$ cat config.mk
export PLATFORM = sky130hd
export DESIGN_NAME = http_response_header_parser
export DESIGN_NICKNAME = d
export VERILOG_FILES = /design/src/sv/hrhp_pkg.sv /design/src/sv/http_response_header_parser.sv
export SDC_FILE = /design/constraint.sdc
export NUM_CORES = 2
export LEC_CHECK = 0
export ABC_AREA = 1
export BUFFER_PORTS_ARGS = -buffer_cell sky130_fd_sc_hd__buf_2
export CORE_MARGIN = 1
export CORE_UTILIZATION = 50
export DETAILED_ROUTE_END_ITERATION = 6
export GPL_TIMING_DRIVEN = 0
export PLACE_DENSITY = 0.68
export RECOVER_POWER = 25
export REMOVE_ABC_BUFFERS = 1
export SLEW_MARGIN = 20
export SYNTH_ARGS = -nofsm -noshare
export SYNTH_HDL_FRONTEND = slang
export SYNTH_SLANG_ARGS = --single-unit
$ cat constraint.sdc
create_clock -name aclk -period 23.2 [get_ports aclk]
set_clock_uncertainty 0.15 [all_clocks]
set_input_delay 4.64 -clock aclk [delete_from_list [all_inputs] [get_ports aclk]]
set_output_delay 4.64 -clock aclk [all_outputs]
set_load 0.01 [all_outputs]
$ cat src/sv/hrhp_pkg.sv
package hrhp_pkg;

    // command codes carried with each input item
    typedef enum logic [1:0] {
        CMD_NAME  = 2'd0,
        CMD_VALUE = 2'd1,
        CMD_END   = 2'd2,
        CMD_RESET = 2'd3
    } cmd_t;

    // header kinds reported at end of line
    typedef enum logic [2:0] {
        KIND_OTHER         = 3'd0,
        KIND_CONNECTION    = 3'd1,
        KIND_LENGTH        = 3'd2,
        KIND_RANGE         = 3'd3,
        KIND_EXPIRES       = 3'd4,
        KIND_LAST_MODIFIED = 3'd5
    } kind_t;

    typedef struct packed {
        cmd_t        command;
        logic [7:0]  data_byte;
        logic        alive_default;
    } in_item_t;

    typedef struct packed {
        logic        accepted;
        kind_t       header_kind;
        logic        persistent;
        logic        length_valid;
        logic [63:0] body_length;
        logic        range_valid;
        logic [63:0] range_start;
        logic [63:0] range_end;
        logic [63:0] range_size;
    } out_item_t;

    localparam int NUM_NAMES = 5;

    // text constants, left aligned and padded with spaces to 16 characters
    localparam logic [127:0] NAME_TEXT [NUM_NAMES] = '{
        "connection:     ",
        "content-length: ",
        "content-range:  ",
        "expires:        ",
        "last-modified:  "
    };
    localparam logic [3:0] NAME_LEN [NUM_NAMES] = '{4'd11, 4'd15, 4'd14, 4'd8, 4'd14};

    localparam logic [127:0] CLOSE_TEXT = "close           ";
    localparam logic [127:0] ALIVE_TEXT = "keep-alive      ";
    localparam logic [127:0] BYTES_TEXT = "bytes           ";
    localparam logic [3:0]   CLOSE_LEN  = 4'd5;
    localparam logic [3:0]   ALIVE_LEN  = 4'd10;
    localparam logic [3:0]   BYTES_LEN  = 4'd5;

    localparam logic [7:0] CHAR_DASH  = 8'h2D;
    localparam logic [7:0] CHAR_SLASH = 8'h2F;

    // character k of a padded text constant
    function automatic logic [7:0] text_char(input logic [127:0] s, input logic [3:0] k);
        logic [3:0] r;
        r = 4'd15 - k;
        return s[{r, 3'b000} +: 8];
    endfunction

    function automatic logic [7:0] to_lower(input logic [7:0] c);
        return (c >= 8'h41 && c <= 8'h5A) ? c + 8'd32 : c;
    endfunction

    function automatic logic is_space(input logic [7:0] c);
        return (c == 8'h20) || (c >= 8'h09 && c <= 8'h0D);
    endfunction

    function automatic logic is_digit(input logic [7:0] c);
        return (c >= 8'h30) && (c <= 8'h39);
    endfunction

endpackage

$ cat src/sv/http_response_header_parser.sv
// HTTP response header parser. Each input item carries one command: a header
// name byte, a value byte, end of header line, or reset of the response state.
// Name bytes are matched case-insensitively against Connection, Content-Length,
// Content-Range, Expires and Last-Modified; value bytes are checked and decimal
// numbers accumulated (saturating at 2^64-1). Only the end-of-line command
// gives a result item: the line's outcome and kind together with the stored
// keep-alive flag, content length and content range. An item that is taken
// sits in the input register and is worked off from there, and the result of
// an end-of-line item is written to the output register; an item can be
// taken every cycle, the only stall being an end-of-line item whose result
// finds the output register still occupied.
module http_response_header_parser #(
    parameter int MAX_NAME_LEN = 15
) (
    input  logic                  aclk,
    input  logic                  aresetn,
    input  logic                  s_valid,
    output logic                  s_ready,
    input  hrhp_pkg::in_item_t    s_item,
    output logic                  m_valid,
    input  logic                  m_ready,
    output hrhp_pkg::out_item_t   m_item
);

    localparam int NAME_POS_W = $clog2(MAX_NAME_LEN + 1);
    localparam logic [NAME_POS_W-1:0] NAME_POS_MAX = NAME_POS_W'(MAX_NAME_LEN);

    // value parser phases for Content-Length
    localparam logic [3:0] LP_WS     = 4'd1;
    // value parser phases for Content-Range
    localparam logic [3:0] RP_TOKEN     = 4'd0;
    localparam logic [3:0] RP_START_WS  = 4'd1;
    localparam logic [3:0] RP_START     = 4'd2;
    localparam logic [3:0] RP_END_NONE  = 4'd3;
    localparam logic [3:0] RP_END_WS    = 4'd4;
    localparam logic [3:0] RP_END       = 4'd5;
    localparam logic [3:0] RP_SIZE_NONE = 4'd6;
    localparam logic [3:0] RP_SIZE_WS   = 4'd7;
    localparam logic [3:0] RP_SIZE      = 4'd8;
    localparam logic [3:0] LP_DIGITS    = RP_START;
    // Connection value mismatch flags held in the phase register
    localparam int CONN_NOT_CLOSE = 0;
    localparam int CONN_NOT_ALIVE = 1;

    // input register
    logic                 in_valid_reg;
    hrhp_pkg::in_item_t   in_item_reg;

    // line and response state
    logic [NAME_POS_W-1:0]          name_pos_reg, name_pos_next;
    logic [hrhp_pkg::NUM_NAMES-1:0] name_match_reg, name_match_next;
    logic [3:0]  phase_reg, phase_next;
    logic [3:0]  value_pos_reg, value_pos_next;
    logic        value_err_reg, value_err_next;
    logic [63:0] acc_reg, acc_next;
    logic        alive_reg, alive_next;
    logic        length_ok_reg, length_ok_next;
    logic [63:0] length_reg, length_next;
    logic        range_ok_reg, range_ok_next;
    logic [63:0] start_reg, start_next;
    logic [63:0] end_reg, end_next;
    logic [63:0] size_reg, size_next;

    // result register
    logic                 m_valid_reg;
    hrhp_pkg::out_item_t  m_item_reg, m_item_next;

    logic            proc_fire;
    logic [7:0]      c;
    logic [7:0]      lc;
    logic            c_digit;
    logic            c_space;
    hrhp_pkg::kind_t kind;
    logic [67:0]     acc_wide;
    logic [63:0]     acc_digit;
    logic            ok;
    logic            range_done;
    logic [63:0]     size_cand;

    // the item in the input register moves on unless its result has no room
    assign proc_fire = in_valid_reg &&
                       (in_item_reg.command != hrhp_pkg::CMD_END || !m_valid_reg || m_ready);
    assign s_ready   = !in_valid_reg || proc_fire;
    assign m_valid   = m_valid_reg;
    assign m_item    = m_item_reg;

    assign c       = in_item_reg.data_byte;
    assign lc      = hrhp_pkg::to_lower(c);
    assign c_digit = hrhp_pkg::is_digit(c);
    assign c_space = hrhp_pkg::is_space(c);

    // decimal accumulate with saturation
    assign acc_wide  = ({4'b0, acc_reg} << 3) + ({4'b0, acc_reg} << 1) + {64'b0, c[3:0]};
    assign acc_digit = (|acc_wide[67:64]) ? {64{1'b1}} : acc_wide[63:0];

    // kind of the current line, first matching name wins
    always_comb begin
        kind = hrhp_pkg::KIND_OTHER;
        for (int i = hrhp_pkg::NUM_NAMES - 1; i >= 0; i--) begin
            if (name_match_reg[i] &&
                name_pos_reg == NAME_POS_W'(hrhp_pkg::NAME_LEN[i])) begin
                kind = hrhp_pkg::kind_t'(3'(i + 1));
            end
        end
    end

    // state update for one item
    always_comb begin
        name_pos_next   = name_pos_reg;
        name_match_next = name_match_reg;
        phase_next      = phase_reg;
        value_pos_next  = value_pos_reg;
        value_err_next  = value_err_reg;
        acc_next        = acc_reg;
        alive_next      = alive_reg;
        length_ok_next  = length_ok_reg;
        length_next     = length_reg;
        range_ok_next   = range_ok_reg;
        start_next      = start_reg;
        end_next        = end_reg;
        size_next       = size_reg;
        ok              = 1'b1;
        range_done      = 1'b0;
        size_cand       = 64'd0;

        case (in_item_reg.command)
            hrhp_pkg::CMD_NAME: begin
                if (value_pos_reg == 4'd0) begin
                    for (int i = 0; i < hrhp_pkg::NUM_NAMES; i++) begin
                        if (name_pos_reg >= NAME_POS_W'(hrhp_pkg::NAME_LEN[i]) ||
                            lc != hrhp_pkg::text_char(hrhp_pkg::NAME_TEXT[i],
                                                      name_pos_reg[3:0])) begin
                            name_match_next[i] = 1'b0;
                        end
                    end
                    if (name_pos_reg < NAME_POS_MAX) begin
                        name_pos_next = name_pos_reg + 1'b1;
                    end
                end
            end

            hrhp_pkg::CMD_VALUE: begin
                if (kind == hrhp_pkg::KIND_CONNECTION) begin
                    if (value_pos_reg >= hrhp_pkg::CLOSE_LEN ||
                        lc != hrhp_pkg::text_char(hrhp_pkg::CLOSE_TEXT, value_pos_reg)) begin
                        phase_next[CONN_NOT_CLOSE] = 1'b1;
                    end
                    if (value_pos_reg >= hrhp_pkg::ALIVE_LEN ||
                        lc != hrhp_pkg::text_char(hrhp_pkg::ALIVE_TEXT, value_pos_reg)) begin
                        phase_next[CONN_NOT_ALIVE] = 1'b1;
                    end
                end else if (!value_err_reg && kind == hrhp_pkg::KIND_LENGTH) begin
                    if (c_digit) begin
                        acc_next   = acc_digit;
                        phase_next = LP_DIGITS;
                    end else if (c_space && phase_reg < LP_DIGITS) begin
                        phase_next = LP_WS;
                    end else begin
                        value_err_next = 1'b1;
                    end
                end else if (!value_err_reg && kind == hrhp_pkg::KIND_RANGE) begin
                    case (phase_reg)
                        RP_TOKEN: begin
                            if (c_space) begin
                                if (value_pos_reg == hrhp_pkg::BYTES_LEN) begin
                                    phase_next = RP_START_WS;
                                end else begin
                                    value_err_next = 1'b1;
                                end
                            end else if (value_pos_reg >= hrhp_pkg::BYTES_LEN ||
                                         lc != hrhp_pkg::text_char(hrhp_pkg::BYTES_TEXT,
                                                                   value_pos_reg)) begin
                                value_err_next = 1'b1;
                            end
                        end
                        RP_START_WS: begin
                            if (c_digit) begin
                                acc_next   = acc_digit;
                                phase_next = RP_START;
                            end else if (c == hrhp_pkg::CHAR_DASH) begin
                                start_next = 64'd0;
                                phase_next = RP_END_NONE;
                            end else if (!c_space) begin
                                value_err_next = 1'b1;
                            end
                        end
                        RP_START: begin
                            if (c_digit) begin
                                acc_next = acc_digit;
                            end else if (c == hrhp_pkg::CHAR_DASH) begin
                                start_next = acc_reg;
                                acc_next   = 64'd0;
                                phase_next = RP_END_NONE;
                            end else begin
                                value_err_next = 1'b1;
                            end
                        end
                        RP_END_NONE: begin
                            if (c_digit) begin
                                acc_next   = acc_digit;
                                phase_next = RP_END;
                            end else if (c_space) begin
                                phase_next = RP_END_WS;
                            end else if (c == hrhp_pkg::CHAR_SLASH) begin
                                end_next   = 64'd0;
                                phase_next = RP_SIZE_NONE;
                            end else begin
                                value_err_next = 1'b1;
                            end
                        end
                        RP_END_WS: begin
                            if (c_digit) begin
                                acc_next   = acc_digit;
                                phase_next = RP_END;
                            end else if (!c_space) begin
                                value_err_next = 1'b1;
                            end
                        end
                        RP_END: begin
                            if (c_digit) begin
                                acc_next = acc_digit;
                            end else if (c == hrhp_pkg::CHAR_SLASH) begin
                                end_next   = acc_reg;
                                acc_next   = 64'd0;
                                phase_next = RP_SIZE_NONE;
                            end else begin
                                value_err_next = 1'b1;
                            end
                        end
                        RP_SIZE_NONE, RP_SIZE_WS: begin
                            if (c_digit) begin
                                acc_next   = acc_digit;
                                phase_next = RP_SIZE;
                            end else if (c_space) begin
                                phase_next = RP_SIZE_WS;
                            end else begin
                                value_err_next = 1'b1;
                            end
                        end
                        RP_SIZE: begin
                            if (c_digit) begin
                                acc_next = acc_digit;
                            end else begin
                                value_err_next = 1'b1;
                            end
                        end
                        default: begin
                            value_err_next = 1'b1;
                        end
                    endcase
                end
                if (value_pos_reg != 4'd15) begin
                    value_pos_next = value_pos_reg + 4'd1;
                end
            end

            hrhp_pkg::CMD_END: begin
                if (kind == hrhp_pkg::KIND_CONNECTION) begin
                    if (!phase_reg[CONN_NOT_CLOSE] && value_pos_reg == hrhp_pkg::CLOSE_LEN) begin
                        alive_next = 1'b0;
                    end else if (!phase_reg[CONN_NOT_ALIVE] &&
                                 value_pos_reg == hrhp_pkg::ALIVE_LEN) begin
                        alive_next = 1'b1;
                    end else begin
                        ok = 1'b0;
                    end
                end else if (kind == hrhp_pkg::KIND_LENGTH) begin
                    ok             = !value_err_reg && phase_reg != LP_WS;
                    length_next    = ok ? acc_reg : 64'd0;
                    length_ok_next = ok;
                end else if (kind == hrhp_pkg::KIND_RANGE) begin
                    // close the range: end and size come from the last phase
                    if (!value_err_reg) begin
                        range_done = 1'b1;
                        case (phase_reg)
                            RP_END_NONE:  end_next  = 64'd0;
                            RP_END:       end_next  = acc_reg;
                            RP_SIZE_NONE: size_cand = 64'd0;
                            RP_SIZE:      size_cand = acc_reg;
                            default:      range_done = 1'b0;
                        endcase
                    end
                    ok = range_done && (start_reg <= end_next);
                    if (ok) begin
                        size_next = size_cand;
                    end
                    range_ok_next = ok;
                end
                name_pos_next   = '0;
                name_match_next = '1;
                phase_next      = 4'd0;
                value_pos_next  = 4'd0;
                value_err_next  = 1'b0;
                acc_next        = 64'd0;
            end

            hrhp_pkg::CMD_RESET: begin
                name_pos_next   = '0;
                name_match_next = '1;
                phase_next      = 4'd0;
                value_pos_next  = 4'd0;
                value_err_next  = 1'b0;
                acc_next        = 64'd0;
                alive_next      = in_item_reg.alive_default;
                length_ok_next  = 1'b0;
                length_next     = 64'd0;
                range_ok_next   = 1'b0;
                start_next      = 64'd0;
                end_next        = 64'd0;
                size_next       = 64'd0;
            end

            default: begin
                ok = 1'b0;
            end
        endcase
    end

    // result item for an end of line
    always_comb begin
        m_item_next.accepted     = ok;
        m_item_next.header_kind  = kind;
        m_item_next.persistent   = alive_next;
        m_item_next.length_valid = length_ok_next;
        m_item_next.body_length  = length_ok_next ? length_next : 64'd0;
        m_item_next.range_valid  = range_ok_next;
        m_item_next.range_start  = range_ok_next ? start_next : 64'd0;
        m_item_next.range_end    = range_ok_next ? end_next : 64'd0;
        m_item_next.range_size   = range_ok_next ? size_next : 64'd0;
    end

    // input register, state and result register
    always_ff @(posedge aclk) begin
        if (!aresetn) begin
            in_valid_reg   <= 1'b0;
            m_valid_reg    <= 1'b0;
            name_pos_reg   <= '0;
            name_match_reg <= '1;
            phase_reg      <= 4'd0;
            value_pos_reg  <= 4'd0;
            value_err_reg  <= 1'b0;
            acc_reg        <= 64'd0;
            alive_reg      <= 1'b0;
            length_ok_reg  <= 1'b0;
            length_reg     <= 64'd0;
            range_ok_reg   <= 1'b0;
            start_reg      <= 64'd0;
            end_reg        <= 64'd0;
            size_reg       <= 64'd0;
        end else begin
            if (s_ready) begin
                in_valid_reg <= s_valid;
            end
            if (proc_fire) begin
                name_pos_reg   <= name_pos_next;
                name_match_reg <= name_match_next;
                phase_reg      <= phase_next;
                value_pos_reg  <= value_pos_next;
                value_err_reg  <= value_err_next;
                acc_reg        <= acc_next;
                alive_reg      <= alive_next;
                length_ok_reg  <= length_ok_next;
                length_reg     <= length_next;
                range_ok_reg   <= range_ok_next;
                start_reg      <= start_next;
                end_reg        <= end_next;
                size_reg       <= size_next;
            end
            if (proc_fire && in_item_reg.command == hrhp_pkg::CMD_END) begin
                m_valid_reg <= 1'b1;
            end else if (m_ready) begin
                m_valid_reg <= 1'b0;
            end
        end
        if (s_ready && s_valid) begin
            in_item_reg <= s_item;
        end
        if (proc_fire && in_item_reg.command == hrhp_pkg::CMD_END) begin
            m_item_reg <= m_item_next;
        end
    end

    // an end of line that is worked off always leaves a result behind
    a_end_gives_result: assert property (@(posedge aclk) disable iff (!aresetn)
        proc_fire && in_item_reg.command == hrhp_pkg::CMD_END |=> m_valid_reg)
        else $error("end of line item produced no result");

    // input side only stalls while an item is held
    a_stall_has_item: assert property (@(posedge aclk) disable iff (!aresetn)
        !s_ready |-> in_valid_reg && m_valid_reg && !m_ready)
        else $error("input stalled without a blocked result");

    // a range line reports its own outcome as the range valid flag
    a_range_outcome: assert property (@(posedge aclk) disable iff (!aresetn)
        m_valid_reg && m_item_reg.header_kind == hrhp_pkg::KIND_RANGE |->
            m_item_reg.range_valid == m_item_reg.accepted)
        else $error("range valid flag disagrees with line outcome");

    // a length line reports its own outcome as the length valid flag
    a_length_outcome: assert property (@(posedge aclk) disable iff (!aresetn)
        m_valid_reg && m_item_reg.header_kind == hrhp_pkg::KIND_LENGTH |->
            m_item_reg.length_valid == m_item_reg.accepted)
        else $error("length valid flag disagrees with line outcome");

    // name bytes after value bytes within a line leave the name matcher unchanged
    a_name_frozen: assert property (@(posedge aclk) disable iff (!aresetn)
        proc_fire && in_item_reg.command == hrhp_pkg::CMD_NAME && value_pos_reg != 4'd0 |=>
            $stable(name_pos_reg) && $stable(name_match_reg))
        else $error("name state changed after value bytes");

endmodule
==> results.ini <==
[run_status]
status = complete, but fails checks
violations = max-capacitance violations, max-slew violations

[placed_design]
placed_cell_area_um2 = 42600
numPortBuffers = 279
post-dp-hpwl_um = 96500
routabilityCongestion = 0.987

[routing]
antenna_left = 0
drc = 0
first_pass_iters = 6
wirelength_um = 138000
drt_iter0_markers = 4078
vias_per_cell = 5.84
wire_per_inst_um = 20.2
vias = 39700

[sta]
finalHoldViolCount = 0
finalSetupViolCount = 0
drv_slew = 251
whs_ps = 300
min_period_ps = 13890
tns_ps = 0
min_period_over_period_pct = 59.9
grt_setup_unrepaired = false
slew_headroom_pct = -136
worst_pin_slew_ps = 3520
clock.fmax_ghz = 0.0720

[floorplanning]
core-area_um2 = 78900
io_pins = 280
die_w_um = 284
initial_core_util_pct = 50.5
rows = 103
dieArea_um2 = 80700
die_y_um = 284

[yosys]
syn-mean-instance-area_um2 = 7.11
syn_inst = 5598
syn_area_um2 = 39800
async_flop_share_pct = 0
yosysUniqueCellTypes = 67
yosysWarnings = 0
synth-edff-count = 274
synth_seq_cells = 617
yosysSeqAreaShare_pct = 37.9
synth_ff_type = dfxtp_1

[pwr]
powerDensity_nw_per_um2 = 59.2
p_total_mw = 2.63
cellLeakagePower_nw = 19.0
ir_drop_mv = 0.0460

[worst_setup_path]
worstReg2RegStart = in_item_reg[10]$_DFFE_PP_
startpoint_type = flop
critPathCaptureType = output pin
crit_chain = clkbuf_1 -> clkbuf_1 -> clkinvlp_2 -> nor2_1 -> nand3_1 -> buf_2
crit_top_cell = clkbuf_1
crit_start = in_item_reg[10]$_DFFE_PP_
critPathTopFamily = buffers and inverters
path_max_fanout = 73
ff2ff_setup_slack_ps = 10630
path_buf_inv = 4
required_ps = 18410
cp_slowest_stage_delay_ps = 3000
slowest_stage = clkinvlp_2
path_class = flop to output pin
cp_data_arrival_time_ps = 9100

[worst_hold_path]
hp-start = name_match_reg[1]$_SDFFE_PN1P_
hold_path.class = flop to flop

[finish]
finish.utilization_pct = 56.4
design_area_um2 = 44500
syn2layout_area_growth_pct = 11.8
largest_reg_flops = 263
fillCellCount = 7695
drive_above_1_share_pct = 6.38
antennaDiodeCount = 0
layout.nets = 5913

[grt]
grt.total_usage_pct = 33.2
antenna_found_initial = 4
grt_overflow = 0
grt_pass1_wl_um = 212000
grt_pass1_vias = 36800
grt_max_degree = 134

[clock_tree]
cts_hold_buf = 0
path_clk_slew_ps = 60
clock-root-buffer = clkbuf_16
cts_buffers = 71
cts_max_level = 3
clock_sinks = 617
cts_tree = done
cts_resized = 0
clk_latency_ps = 650
postCtsSetupBuffers = 0
clk_path_buf_depth = 3

[run]
cap_viol_max_count = 6

-- cells in the mapped netlist (32+ instances only) --
master	number	area share, %
a22oi_1	92	1.7
a21o_1	35	0.66
dfxtp_1	343	17
clkbuf_1	178	1.7
inv_1	683	6.4
o21ai_0	386	4.9
a21oi_1	593	7.5
ha_1	206	6.5
edfxtp_1	274	21
nor2_1	440	4.1
o21ai_1	105	1.3
o22ai_1	117	1.8
xor2_1	33	0.73
nor3_1	32	0.40
nand3_1	350	4.4
nand4_1	81	1.3
nand2_1	1259	12
xnor2_1	35	0.77
buf_2	98	1.2
-- metal layers --
| layer | track usage (%) | share of wire (%) | up-vias |
|---|---|---|---|
| met5 | 0 | 0 | - |
| met3 | 6.05 | 9.6 | 307 |
| met2 | 52.0 | 45 | 1779 |
| met4 | 13.7 | 3.8 | 0 |
| met1 | 45.0 | 42 | 18600 |
| li1 | - | - | 19000 |
-- worst paths after layout --
| kind | to | cells after the start |
|---|---|---|
| worst max-delay path | s_ready | 6 |
| worst min-delay path | name_match_reg[1]$_SDFFE_PN1P_ | 2 |
| worst max register to register | m_item[232]$_SDFFCE_PN0P_ | 11 |
| worst min register to register | name_match_reg[1]$_SDFFE_PN1P_ | 2 |
-- cell type report --
type / instances / area, um2 / share of cell area [%]
Sequential cell: 617 / 15100 / 33.9
Tap cell: 1050 / 1310 / 2.95
Clock inverter: 38 / 445 / 1.00
Inverter: 711 / 2700 / 6.06
Clock buffer: 94 / 1880 / 4.23
Timing Repair Buffer: 349 / 2380 / 5.35
Multi-Input combinational cell: 3940 / 20700 / 46.5
-- layout by cell type, fill, tap and decap left out, types with 25 or more instances in the layout --
cell type / n
buf_2: 113
xor2_1: 33
nand4_1: 81
a21oi_1: 593
xnor2_1: 35
nor2_1: 438
o22ai_1: 117
a22oi_1: 92
clkbuf_16: 71
o21ai_1: 79
nor3_1: 32
edfxtp_1: 274
nand3_1: 350
o21ai_0: 412
nand2_1: 1255
dfxtp_1: 342
o2111a_1: 25
a21o_1: 35
inv_1: 681
ha_1: 206
clkbuf_1: 194
-- power breakdown --
part	total, mW	internal [mW]	leakage (nW)	switching, mW
clock	1.14	0.648	1.13	0.489
sequential	1.19	1.16	5.44	0.0279
combinational	0.302	0.0965	12.5	0.206
-- cells by family after synthesis --
logic type / count (synthesis) / synth area share, %
simple gates: 2249 / 23.8
compound gates: 1415 / 19.8
buf+inv: 1041 / 10.4
flops: 617 / 37.9
fa+ha+maj: 208 / 6.58
xor+xnor: 68 / 1.50
-- worst min-delay path, cell delays in order, from the launching register on --
cell and delay (ps):
dfxtp_1 310, nand2_1 60, nand2_1 40
-- metrics by stage --
| stage | std cells | worst slack [ps] |
|---|---|---|
| 3_3_place_gp | 6597 | -5830 |
| 4_1_cts | 6798 | 13140 |
| 3_5_place_dp | 6666 | 13140 |
| 6_report | 6799 | 9310 |
| 2_1_floorplan | 5268 | 5960 |
| 5_1_grt | 6799 | 8760 |
(Power assumes the default switching activity.)
